[src/swm_pkg.sv]
// Package for the sliding window maximum scale tracker.
// Holds field widths, register indexes and shared types; no dependencies.
package swm_pkg;

   localparam int SCALE_W              = 32;
   localparam int WLEN_W               = 7;
   localparam int TOL_W                = 16;
   localparam int CSR_DATA_W           = 16;
   localparam int CSR_ADDR_W           = 2;
   localparam int WINDOW_DEPTH_DEFAULT = 64;
   localparam int WLEN_RESET           = 64;

   localparam logic [CSR_ADDR_W-1:0] CSR_WINDOW_LENGTH   = CSR_ADDR_W'(0);
   localparam logic [CSR_ADDR_W-1:0] CSR_MATCH_TOLERANCE = CSR_ADDR_W'(1);

   typedef logic [SCALE_W-1:0] scale_type;
   typedef logic [WLEN_W-1:0]  wlen_type;
   typedef logic [TOL_W-1:0]   tol_type;

endpackage

[src/swm_if.sv]
// Valid/ready channel interfaces for the scale tracker's input and result words.
// Depends on swm_pkg for the payload type.
interface swm_req_if;
   import swm_pkg::*;
   logic      valid;
   logic      ready;
   scale_type new_scale;
   modport source (output valid, output new_scale, input ready);
   modport sink   (input valid, input new_scale, output ready);
endinterface

interface swm_rsp_if;
   import swm_pkg::*;
   logic      valid;
   logic      ready;
   scale_type window_max;
   modport source (output valid, output window_max, input ready);
   modport sink   (input valid, input window_max, output ready);
endinterface

[src/swm_cell.sv]
// One storage cell of the scale ring; shifts its scale to the left neighbor.
// Depends on swm_pkg for the scale type.
module swm_cell (
   input  logic                clock,
   input  logic                shift_en,
   input  swm_pkg::scale_type  shift_in,
   output swm_pkg::scale_type  value_out
);
   import swm_pkg::*;

   scale_type scale_ff;
   scale_type scale_in;

   // Keep the held scale unless the ring rotates.
   assign scale_in  = shift_en ? shift_in : scale_ff;
   assign value_out = scale_ff;

   always_ff @(posedge clock) begin
      scale_ff <= scale_in;
   end

endmodule

[src/sliding_window_max_scale_tracker.sv]
// Top level of the sliding window maximum scale tracker.
// Depends on swm_pkg, the swm_req_if / swm_rsp_if interfaces and swm_cell.
//
// Usage:
//   A word on req_chan carries one Q16.16 scale. For each accepted word the
//   block returns one word on rsp_chan holding the maximum over the last
//   window_length scales. The CSR port writes window_length (index 0, which
//   also restarts the window) and match_tolerance (index 1). The user must
//   write them only while idle; the block itself does not enforce this.
//   The scale ring is a chain of WINDOW_DEPTH cells that rotates once per
//   word. An accepted word goes through a full rotation in the scan state,
//   then the decide state loads the result once the output register is free;
//   the next word is taken only once the block is idle again. During the
//   rotation the head cell reads the evicted entry, writes the new scale and
//   feeds the running maximum compare, one entry per cycle.
//   The result sits in an output register; a new word is accepted while it
//   waits, and the block holds its next result until the receiver takes the
//   pending one.
//   Reset (synchronous, active high) empties the window, clears the maximum
//   and sets window_length to 64 and match_tolerance to zero.
module sliding_window_max_scale_tracker #(
   parameter int WINDOW_DEPTH = swm_pkg::WINDOW_DEPTH_DEFAULT
) (
   input  logic                              clock,
   input  logic                              reset,
   swm_req_if.sink                           req_chan,
   swm_rsp_if.source                         rsp_chan,
   input  logic                              csr_wr_en,
   input  logic [swm_pkg::CSR_ADDR_W-1:0]    csr_index,
   input  logic [swm_pkg::CSR_DATA_W-1:0]    csr_wdata
);
   import swm_pkg::*;

   // Slot indexes need SLOT_W bits; counts up to the depth need CNT_W bits.
   localparam int SLOT_W = (WINDOW_DEPTH > 1) ? $clog2(WINDOW_DEPTH) : 1;
   localparam int CNT_W  = $clog2(WINDOW_DEPTH + 1);
   localparam int EXT_W  = (CNT_W > WLEN_W) ? CNT_W : WLEN_W;

   localparam logic [1:0] ST_IDLE   = 2'd0;
   localparam logic [1:0] ST_SCAN   = 2'd1;
   localparam logic [1:0] ST_DECIDE = 2'd2;

   // Control and configuration state.
   logic [1:0]       state_ff, state_in;
   wlen_type         window_length_ff, window_length_in;
   tol_type          match_tolerance_ff, match_tolerance_in;
   logic [SLOT_W-1:0] write_slot_ff, write_slot_in;
   logic [CNT_W-1:0] filled_count_ff, filled_count_in;
   scale_type        kept_max_ff, kept_max_in;
   logic             rsp_valid_ff, rsp_valid_in;

   // Per-word working registers; no reset needed.
   scale_type         cur_ff, cur_in;
   logic [SLOT_W-1:0] slot_ff, slot_in;
   logic              evict_valid_ff, evict_valid_in;
   scale_type         evicted_ff, evicted_in;
   scale_type         run_max_ff, run_max_in;
   logic [SLOT_W-1:0] pos_ff, pos_in;
   scale_type         rsp_data_ff, rsp_data_in;

   // Cell chain.
   scale_type cell_q [WINDOW_DEPTH];
   scale_type feed_value;
   logic      shift_en;

   logic [EXT_W-1:0] wl_ext;
   logic [CNT_W-1:0] eff_window;
   logic [CNT_W-1:0] slot_eff;
   logic [CNT_W-1:0] fill_eff;
   logic [CNT_W-1:0] slot_next;
   logic             req_accept;
   logic             rsp_free;
   logic             rescan_hit;
   scale_type        distance;
   scale_type        best;

   // Clamp the configured window length to the range 1..WINDOW_DEPTH.
   always_comb begin
      wl_ext = EXT_W'(window_length_ff);
      if (wl_ext == '0) begin
         eff_window = CNT_W'(1);
      end else if (wl_ext > EXT_W'(WINDOW_DEPTH)) begin
         eff_window = CNT_W'(WINDOW_DEPTH);
      end else begin
         eff_window = CNT_W'(wl_ext);
      end
   end

   // A shrunk window may leave the write slot or fill count out of range.
   assign slot_eff  = (CNT_W'(write_slot_ff) >= eff_window) ? '0 : CNT_W'(write_slot_ff);
   assign fill_eff  = (filled_count_ff > eff_window) ? eff_window : filled_count_ff;
   assign slot_next = slot_eff + CNT_W'(1);

   assign req_chan.ready = (state_ff == ST_IDLE);
   assign req_accept     = req_chan.valid && req_chan.ready;
   assign rsp_free       = !rsp_valid_ff || rsp_chan.ready;

   // The ring rotates one cell to the left per scan cycle. The head cell holds
   // entry pos_ff; the new scale replaces it when pos_ff is the write slot.
   assign shift_en   = (state_ff == ST_SCAN);
   assign feed_value = (pos_ff == slot_ff) ? cur_ff : cell_q[0];

   genvar gi;
   generate
      for (gi = 0; gi < WINDOW_DEPTH; gi++) begin : g_cell
         if (gi == WINDOW_DEPTH - 1) begin : g_tail
            swm_cell u_cell (
               .clock     (clock),
               .shift_en  (shift_en),
               .shift_in  (feed_value),
               .value_out (cell_q[gi])
            );
         end else begin : g_body
            swm_cell u_cell (
               .clock     (clock),
               .shift_en  (shift_en),
               .shift_in  (cell_q[gi+1]),
               .value_out (cell_q[gi])
            );
         end
      end
   endgenerate

   // Decision: a larger new scale wins outright; otherwise a rescan result
   // replaces the maximum only when a written entry close to it was evicted.
   always_comb begin
      distance   = (evicted_ff > kept_max_ff) ? (evicted_ff - kept_max_ff)
                                              : (kept_max_ff - evicted_ff);
      rescan_hit = evict_valid_ff && (distance <= SCALE_W'(match_tolerance_ff));
      if (cur_ff > kept_max_ff) begin
         best = cur_ff;
      end else if (rescan_hit) begin
         best = run_max_ff;
      end else begin
         best = kept_max_ff;
      end
   end

   always_comb begin
      state_in           = state_ff;
      window_length_in   = window_length_ff;
      match_tolerance_in = match_tolerance_ff;
      write_slot_in      = write_slot_ff;
      filled_count_in    = filled_count_ff;
      kept_max_in        = kept_max_ff;
      rsp_valid_in       = rsp_valid_ff;
      cur_in             = cur_ff;
      slot_in            = slot_ff;
      evict_valid_in     = evict_valid_ff;
      evicted_in         = evicted_ff;
      run_max_in         = run_max_ff;
      pos_in             = pos_ff;
      rsp_data_in        = rsp_data_ff;

      if (rsp_valid_ff && rsp_chan.ready) begin
         rsp_valid_in = 1'b0;
      end

      case (state_ff)
         ST_IDLE: begin
            if (req_accept) begin
               cur_in         = req_chan.new_scale;
               slot_in        = SLOT_W'(slot_eff);
               evict_valid_in = slot_eff < fill_eff;
               evicted_in     = '0;
               filled_count_in = (fill_eff < eff_window) ? fill_eff + CNT_W'(1) : fill_eff;
               write_slot_in  = (slot_next >= eff_window) ? '0 : SLOT_W'(slot_next);
               run_max_in     = '0;
               pos_in         = '0;
               state_in       = ST_SCAN;
            end
         end
         ST_SCAN: begin
            if (pos_ff == slot_ff) begin
               evicted_in = cell_q[0];
            end
            // Only filled entries take part in the maximum.
            if ((CNT_W'(pos_ff) < filled_count_ff) && (feed_value > run_max_ff)) begin
               run_max_in = feed_value;
            end
            if (pos_ff == SLOT_W'(WINDOW_DEPTH - 1)) begin
               state_in = ST_DECIDE;
            end else begin
               pos_in = pos_ff + SLOT_W'(1);
            end
         end
         ST_DECIDE: begin
            if (rsp_free) begin
               kept_max_in  = best;
               rsp_data_in  = best;
               rsp_valid_in = 1'b1;
               state_in     = ST_IDLE;
            end
         end
         default: begin
            state_in = ST_IDLE;
         end
      endcase

      // Register writes are to arrive only while idle; the block itself does not
      // enforce this. A window length write restarts the window.
      if (csr_wr_en) begin
         case (csr_index)
            CSR_WINDOW_LENGTH: begin
               window_length_in = csr_wdata[WLEN_W-1:0];
               write_slot_in    = '0;
               filled_count_in  = '0;
               kept_max_in      = '0;
            end
            CSR_MATCH_TOLERANCE: begin
               match_tolerance_in = csr_wdata[TOL_W-1:0];
            end
            default: begin
            end
         endcase
      end
   end

   always_ff @(posedge clock) begin
      if (reset) begin
         state_ff           <= ST_IDLE;
         window_length_ff   <= WLEN_W'(WLEN_RESET);
         match_tolerance_ff <= '0;
         write_slot_ff      <= '0;
         filled_count_ff    <= '0;
         kept_max_ff        <= '0;
         rsp_valid_ff       <= 1'b0;
      end else begin
         state_ff           <= state_in;
         window_length_ff   <= window_length_in;
         match_tolerance_ff <= match_tolerance_in;
         write_slot_ff      <= write_slot_in;
         filled_count_ff    <= filled_count_in;
         kept_max_ff        <= kept_max_in;
         rsp_valid_ff       <= rsp_valid_in;
      end
   end

   always_ff @(posedge clock) begin
      cur_ff         <= cur_in;
      slot_ff        <= slot_in;
      evict_valid_ff <= evict_valid_in;
      evicted_ff     <= evicted_in;
      run_max_ff     <= run_max_in;
      pos_ff         <= pos_in;
      rsp_data_ff    <= rsp_data_in;
   end

   assign rsp_chan.valid      = rsp_valid_ff;
   assign rsp_chan.window_max = rsp_data_ff;

   // A result only appears at the end of the decision step.
   a_rsp_from_decide : assert property (@(posedge clock) disable iff (reset)
      $rose(rsp_valid_ff) |-> $past(state_ff == ST_DECIDE))
      else $error("result raised outside the decision step");

   // The fill count never exceeds the ring depth.
   a_fill_bound : assert property (@(posedge clock) disable iff (reset)
      filled_count_ff <= CNT_W'(WINDOW_DEPTH))
      else $error("fill count beyond ring depth");

   // The scan state is not left before a full rotation has completed.
   a_accept_after_rotation : assert property (@(posedge clock) disable iff (reset)
      (state_ff == ST_SCAN) && (pos_ff != SLOT_W'(WINDOW_DEPTH - 1)) |=> (state_ff == ST_SCAN))
      else $error("scan left before a full rotation");

endmodule

[src/flat_wrapper.sv]
// flat-port wrapper written by rule: the top's interface ports become plain ports
module sliding_window_max_scale_tracker_flat import swm_pkg::*;
#(
   parameter int WINDOW_DEPTH = swm_pkg::WINDOW_DEPTH_DEFAULT
)
  (clock, reset, csr_wr_en, csr_index, csr_wdata, req_chan_valid, req_chan_new_scale, req_chan_ready, rsp_chan_valid, rsp_chan_window_max, rsp_chan_ready);
  swm_req_if req_chan_i ();
  swm_rsp_if rsp_chan_i ();
  input  logic clock;
  input  logic reset;
  input  logic csr_wr_en;
  input  logic [swm_pkg::CSR_ADDR_W-1:0] csr_index;
  input  logic [swm_pkg::CSR_DATA_W-1:0] csr_wdata;
  input wire logic [$bits(req_chan_i.valid)-1:0] req_chan_valid;
  input wire logic [$bits(req_chan_i.new_scale)-1:0] req_chan_new_scale;
  output wire logic [$bits(req_chan_i.ready)-1:0] req_chan_ready;
  output wire logic [$bits(rsp_chan_i.valid)-1:0] rsp_chan_valid;
  output wire logic [$bits(rsp_chan_i.window_max)-1:0] rsp_chan_window_max;
  input wire logic [$bits(rsp_chan_i.ready)-1:0] rsp_chan_ready;
  assign req_chan_i.valid = req_chan_valid;
  assign req_chan_i.new_scale = req_chan_new_scale;
  assign req_chan_ready = req_chan_i.ready;
  assign rsp_chan_valid = rsp_chan_i.valid;
  assign rsp_chan_window_max = rsp_chan_i.window_max;
  assign rsp_chan_i.ready = rsp_chan_ready;
  sliding_window_max_scale_tracker #(.WINDOW_DEPTH(WINDOW_DEPTH)) u_core (.clock(clock), .reset(reset), .req_chan(req_chan_i), .rsp_chan(rsp_chan_i), .csr_wr_en(csr_wr_en), .csr_index(csr_index), .csr_wdata(csr_wdata));
endmodule
[config.mk]
export PLATFORM = sky130hd
export DESIGN_NAME = sliding_window_max_scale_tracker_flat
export DESIGN_NICKNAME = d
export VERILOG_FILES = /design/src/swm_pkg.sv /design/src/swm_if.sv /design/src/swm_cell.sv /design/src/sliding_window_max_scale_tracker.sv /design/src/flat_wrapper.sv
export SDC_FILE = /design/constraint.sdc
export NUM_CORES = 2
export LEC_CHECK = 0
export ABC_CLOCK_PERIOD_IN_PS = 67000
export BUFFER_PORTS_ARGS = -buffer_cell sky130_fd_sc_hd__buf_2
export CORE_MARGIN = 2
export CORE_UTILIZATION = 55
export DETAILED_ROUTE_END_ITERATION = 12
export PLACE_DENSITY = 0.68
export SLEW_MARGIN = 20
export SYNTH_ARGS = -nofsm -noshare
export SYNTH_HDL_FRONTEND = slang
export SYNTH_HIERARCHICAL = 1
export SYNTH_SLANG_ARGS = --single-unit
export TNS_END_PERCENT = 10
[constraint.sdc]
create_clock -name clock -period 67 [get_ports clock]
set_input_delay 13.4 -clock clock [delete_from_list [all_inputs] [get_ports clock]]
set_output_delay 13.4 -clock clock [all_outputs]
set_load 0.1 [all_outputs]
==> impl_metrics.csv <==
group,metric,value,unit
outcome,status,"complete, no violations",
logic_synthesis,yosysSeqAreaShare,86.8,%
floorplanning,core,140000,um2
detailed_routing,vias,32300,
grt,grt_util_all_layers,17.4,%
power,p_per_area,34.1,nW/um2
clock_tree,clk_pin_slew_worst_paths,0.06,ns
clock_tree,cts_resized,0,
critical_path,required,53.60,ns
logic_synthesis,synth_seq_cells,2260,
sta,grt_setup_unrepaired,"no",
clock_tree,h-tree-depth,4,
detailed_routing,firstDrtPassIters,5,
sta,drv_slew,0,
power,p_leak,29.4,nW
clock_tree,clock_sinks,2260,
logic_synthesis,syn_nets,3993,
clock_tree,cts_tree,"yes",
placed_design,dp_hpwl,68700,um
sta,period_share,22.6,%
floorplanning,fp.dieArea,144000,um2
floorplanning,rows,137,
critical_path,critPathKind,"reg2out",
detailed_routing,ant_nets,0,
critical_path,start_kind,"flip-flop",
grt,overflow,0,
critical_path,ff2ff_path_depth,25,
grt,grt_pass1_wl,188000,um
logic_synthesis,post_synth_num_cell_types,72,
finish,fin_area,86900,um2
finish,nets,4239,
sta,fin_crit,15.16,ns
logic_synthesis,async_flop_share,0,%
critical_path,cp.arrival,1.76,ns
logic_synthesis,synth_flop_cell,"edfxtp_1",
sta,clock_skew,0.0648,ns
floorplanning,die_w,379,um
critical_path,critPathCaptureType,"output port",
sta,hold_viol,0,
finish,area_growth,12.4,%
placed_design,port_buffers,88,
critical_path,crit_fanout,4,
logic_synthesis,synth_edf_count,2189,
floorplanning,design.portCount,89,
logic_synthesis,syn_inst,3754,
sta,setup_viol,0,
clock_tree,holdBufCountCts,0,
logic_synthesis,yosysWarnings,6,
detailed_routing,wirelength,124000,um
logic_synthesis,syn_avg_cell_area,20.6,um2
placed_design,gp_congestion,0.882,
clock_tree,clockRootBuffer,"clkbuf_16",
logic_synthesis,synthesis.area,77300,um2
detailed_routing,wl_met1,60200,um
grt,grt_pass1_vias,31600,
detailed_routing,dr.max_layer_used,"met4",
detailed_routing,wl_met3,6190,um
detailed_routing,wl_per_cell,20.4,um
sta,worst_pin_slew,1.12,ns
job,maxCapViolCount,0,
placed_design,post_dp_cell_area,80100,um2
finish,drive_above_1_share,12.1,%
sta,setup_tns,0,ns
worst_hold_path,holdPathStages,0,
sta,fmax,66.0,MHz
clock_tree,cts_buffer_depth,3,
detailed_routing,vias_per_cell,5.34,
clock_tree,postCtsSetupRepairBufs,0,
floorplanning,initial_core_util,55.4,%
sta,slew_headroom,25.2,%
detailed_routing,wl_met2,54300,um
worst_hold_path,hp-class,"reg2reg",
grt,antenna_found_initial,6,
floorplanning,die_h,379,um
clock_tree,cts_buffers,206,
power,ir_drop,0.0235,mV
clock_tree,clk_latency,0.83,ns
detailed_routing,drc,0,
detailed_routing,first_iter_violations,3378,
grt,grt_max_degree,218,
==> per-layer routing <==
metal	track usage (%)	vias up
met1	27.3	16200
li1	-	15100
met2	24.9	830
met3	3.02	222
met4	5.47	0
met5	0	-
==> Yosys cell counts, types with 9 or more instances <==
| library cell | n | area [um2] |
|---|---|---|
| dfxtp_1 | 71 | 1420 |
| a21o_1 | 31 | 233 |
| xnor2_1 | 28 | 245 |
| and2_1 | 69 | 432 |
| o21a_1 | 25 | 188 |
| nor2_1 | 104 | 390 |
| nand2b_1 | 15 | 93.8 |
| a21oi_1 | 195 | 976 |
| nand2_1 | 111 | 417 |
| buf_2 | 11 | 55.1 |
| inv_1 | 145 | 544 |
| o31a_1 | 34 | 298 |
| a211oi_1 | 9 | 67.6 |
| o2bb2ai_2 | 28 | 420 |
| edfxtp_1 | 2189 | 65700 |
| nand3_1 | 18 | 90.1 |
| o211ai_1 | 10 | 75.1 |
| mux2_2 | 35 | 394 |
| nor2b_1 | 28 | 175 |
| mux2i_1 | 49 | 490 |
| nor3_1 | 17 | 85.1 |
| xor2_1 | 21 | 184 |
| o21ai_0 | 107 | 536 |
| ha_1 | 182 | 2280 |
| nand4_1 | 37 | 231 |
| o31ai_1 | 9 | 67.6 |
| clkbuf_1 | 58 | 218 |
==> kinds of logic after synthesis <==
family,count (synthesis),synth area share (%)
buffers and inverters,231,1.22
adder cells (fa/ha/maj),184,3.00
flip-flops,2260,86.8
multiplexers,84,1.14
AND/OR/NAND/NOR,429,2.76
AO/OA/AOI/OAI,517,4.48
XOR/XNOR,49,0.555
==> cell usage in the layout, fill, tap and decap left out, types with 25 or more instances in the layout <==
master     netlist  final
edfxtp_1      2189   2189
nand2_1        111    111
o31a_1          34     34
nor2b_1         28     28
dfxtp_1         71     71
inv_1          145    143
mux2_2          35     35
a21o_1          31     31
buf_2           11     88
o21ai_0        107    107
clkbuf_1        58     48
clkinv_1         2     45
and2_1          69     69
o2bb2ai_2       28     28
xnor2_1         28     28
clkinv_2         0     34
o21a_1          25     25
mux2i_1         49     49
clkbuf_16        0    208
a21oi_1        195    195
buf_4            6     27
nor2_1         104    103
ha_1           182    182
nand4_1         37     37
==> final timing paths <==
kind	from	endpoint	slack, ns
min reg2reg	u_core/g_cell[58].g_body.u_cell/value_out[9]	u_core/g_cell[57].g_body.u_cell/value_out[9]	0.38
max reg2reg	u_core/kept_max_ff[19]	u_core/kept_max_ff[7]	59.85
max	u_core/state_ff[1]	req_chan_ready	51.84
min	u_core/g_cell[58].g_body.u_cell/value_out[9]	u_core/g_cell[57].g_body.u_cell/value_out[9]	0.38
==> state kept, by name, indices dropped and copies added (netlist names) <==
name	count
u_core/state_ff	2
u_core/write_slot_ff	6
u_core/pos_ff	6
u_core/rsp_chan.valid	1
u_core/g_cell.g_tail.u_cell/value_out	32
u_core/run_max_ff	32
u_core/window_length_ff	7
u_core/slot_ff	6
u_core/g_cell.g_body.u_cell/value_out	2016
u_core/rsp_chan.window_max	32
u_core/kept_max_ff	32
u_core/evict_valid_ff	1
u_core/match_tolerance_ff	16
u_core/evicted_ff	32
u_core/cur_ff	32
u_core/filled_count_ff	7
==> power by group <==
part	internal [mW]	total [mW]	switching, mW
registers	1.66	1.69	0.0280
clock network	0.658	1.16	0.504
logic	0.0295	0.116	0.0866
==> layout make-up <==
cell class	count	area [um2]
diodes	2	5.00
clock buffers	257	5400
clock inverters	128	1410
fillers	9497	52600
inverters	147	562
multi-input cells	1263	9260
flip-flops and latches	2260	67200
well taps	1876	2350
repair buffers	122	782
==> stage by stage <==
step	util [%]	total power, mW	worst slack [ns]	hold slack (ns)	instances
6_report	62.3	2.96	51.84	0.379	6055
5_1_grt	62.3	3.07	51.75	0.388	6053
4_1_cts	62.3	3.00	51.75	0.376	6051
3_5_place_dp	57.4	1.83	51.33	0.405	5666
3_3_place_gp	57.4	1.83	51.35	0.400	5666
2_1_floorplan	-	2.01	6.80	0.400	3754
==> critical path, stage by stage, from the launching register on <==
cell and delay, ns:
dfxtp_1 0.33, nor2_1 0.16, buf_2 0.45
(Power assumes the default switching activity.)
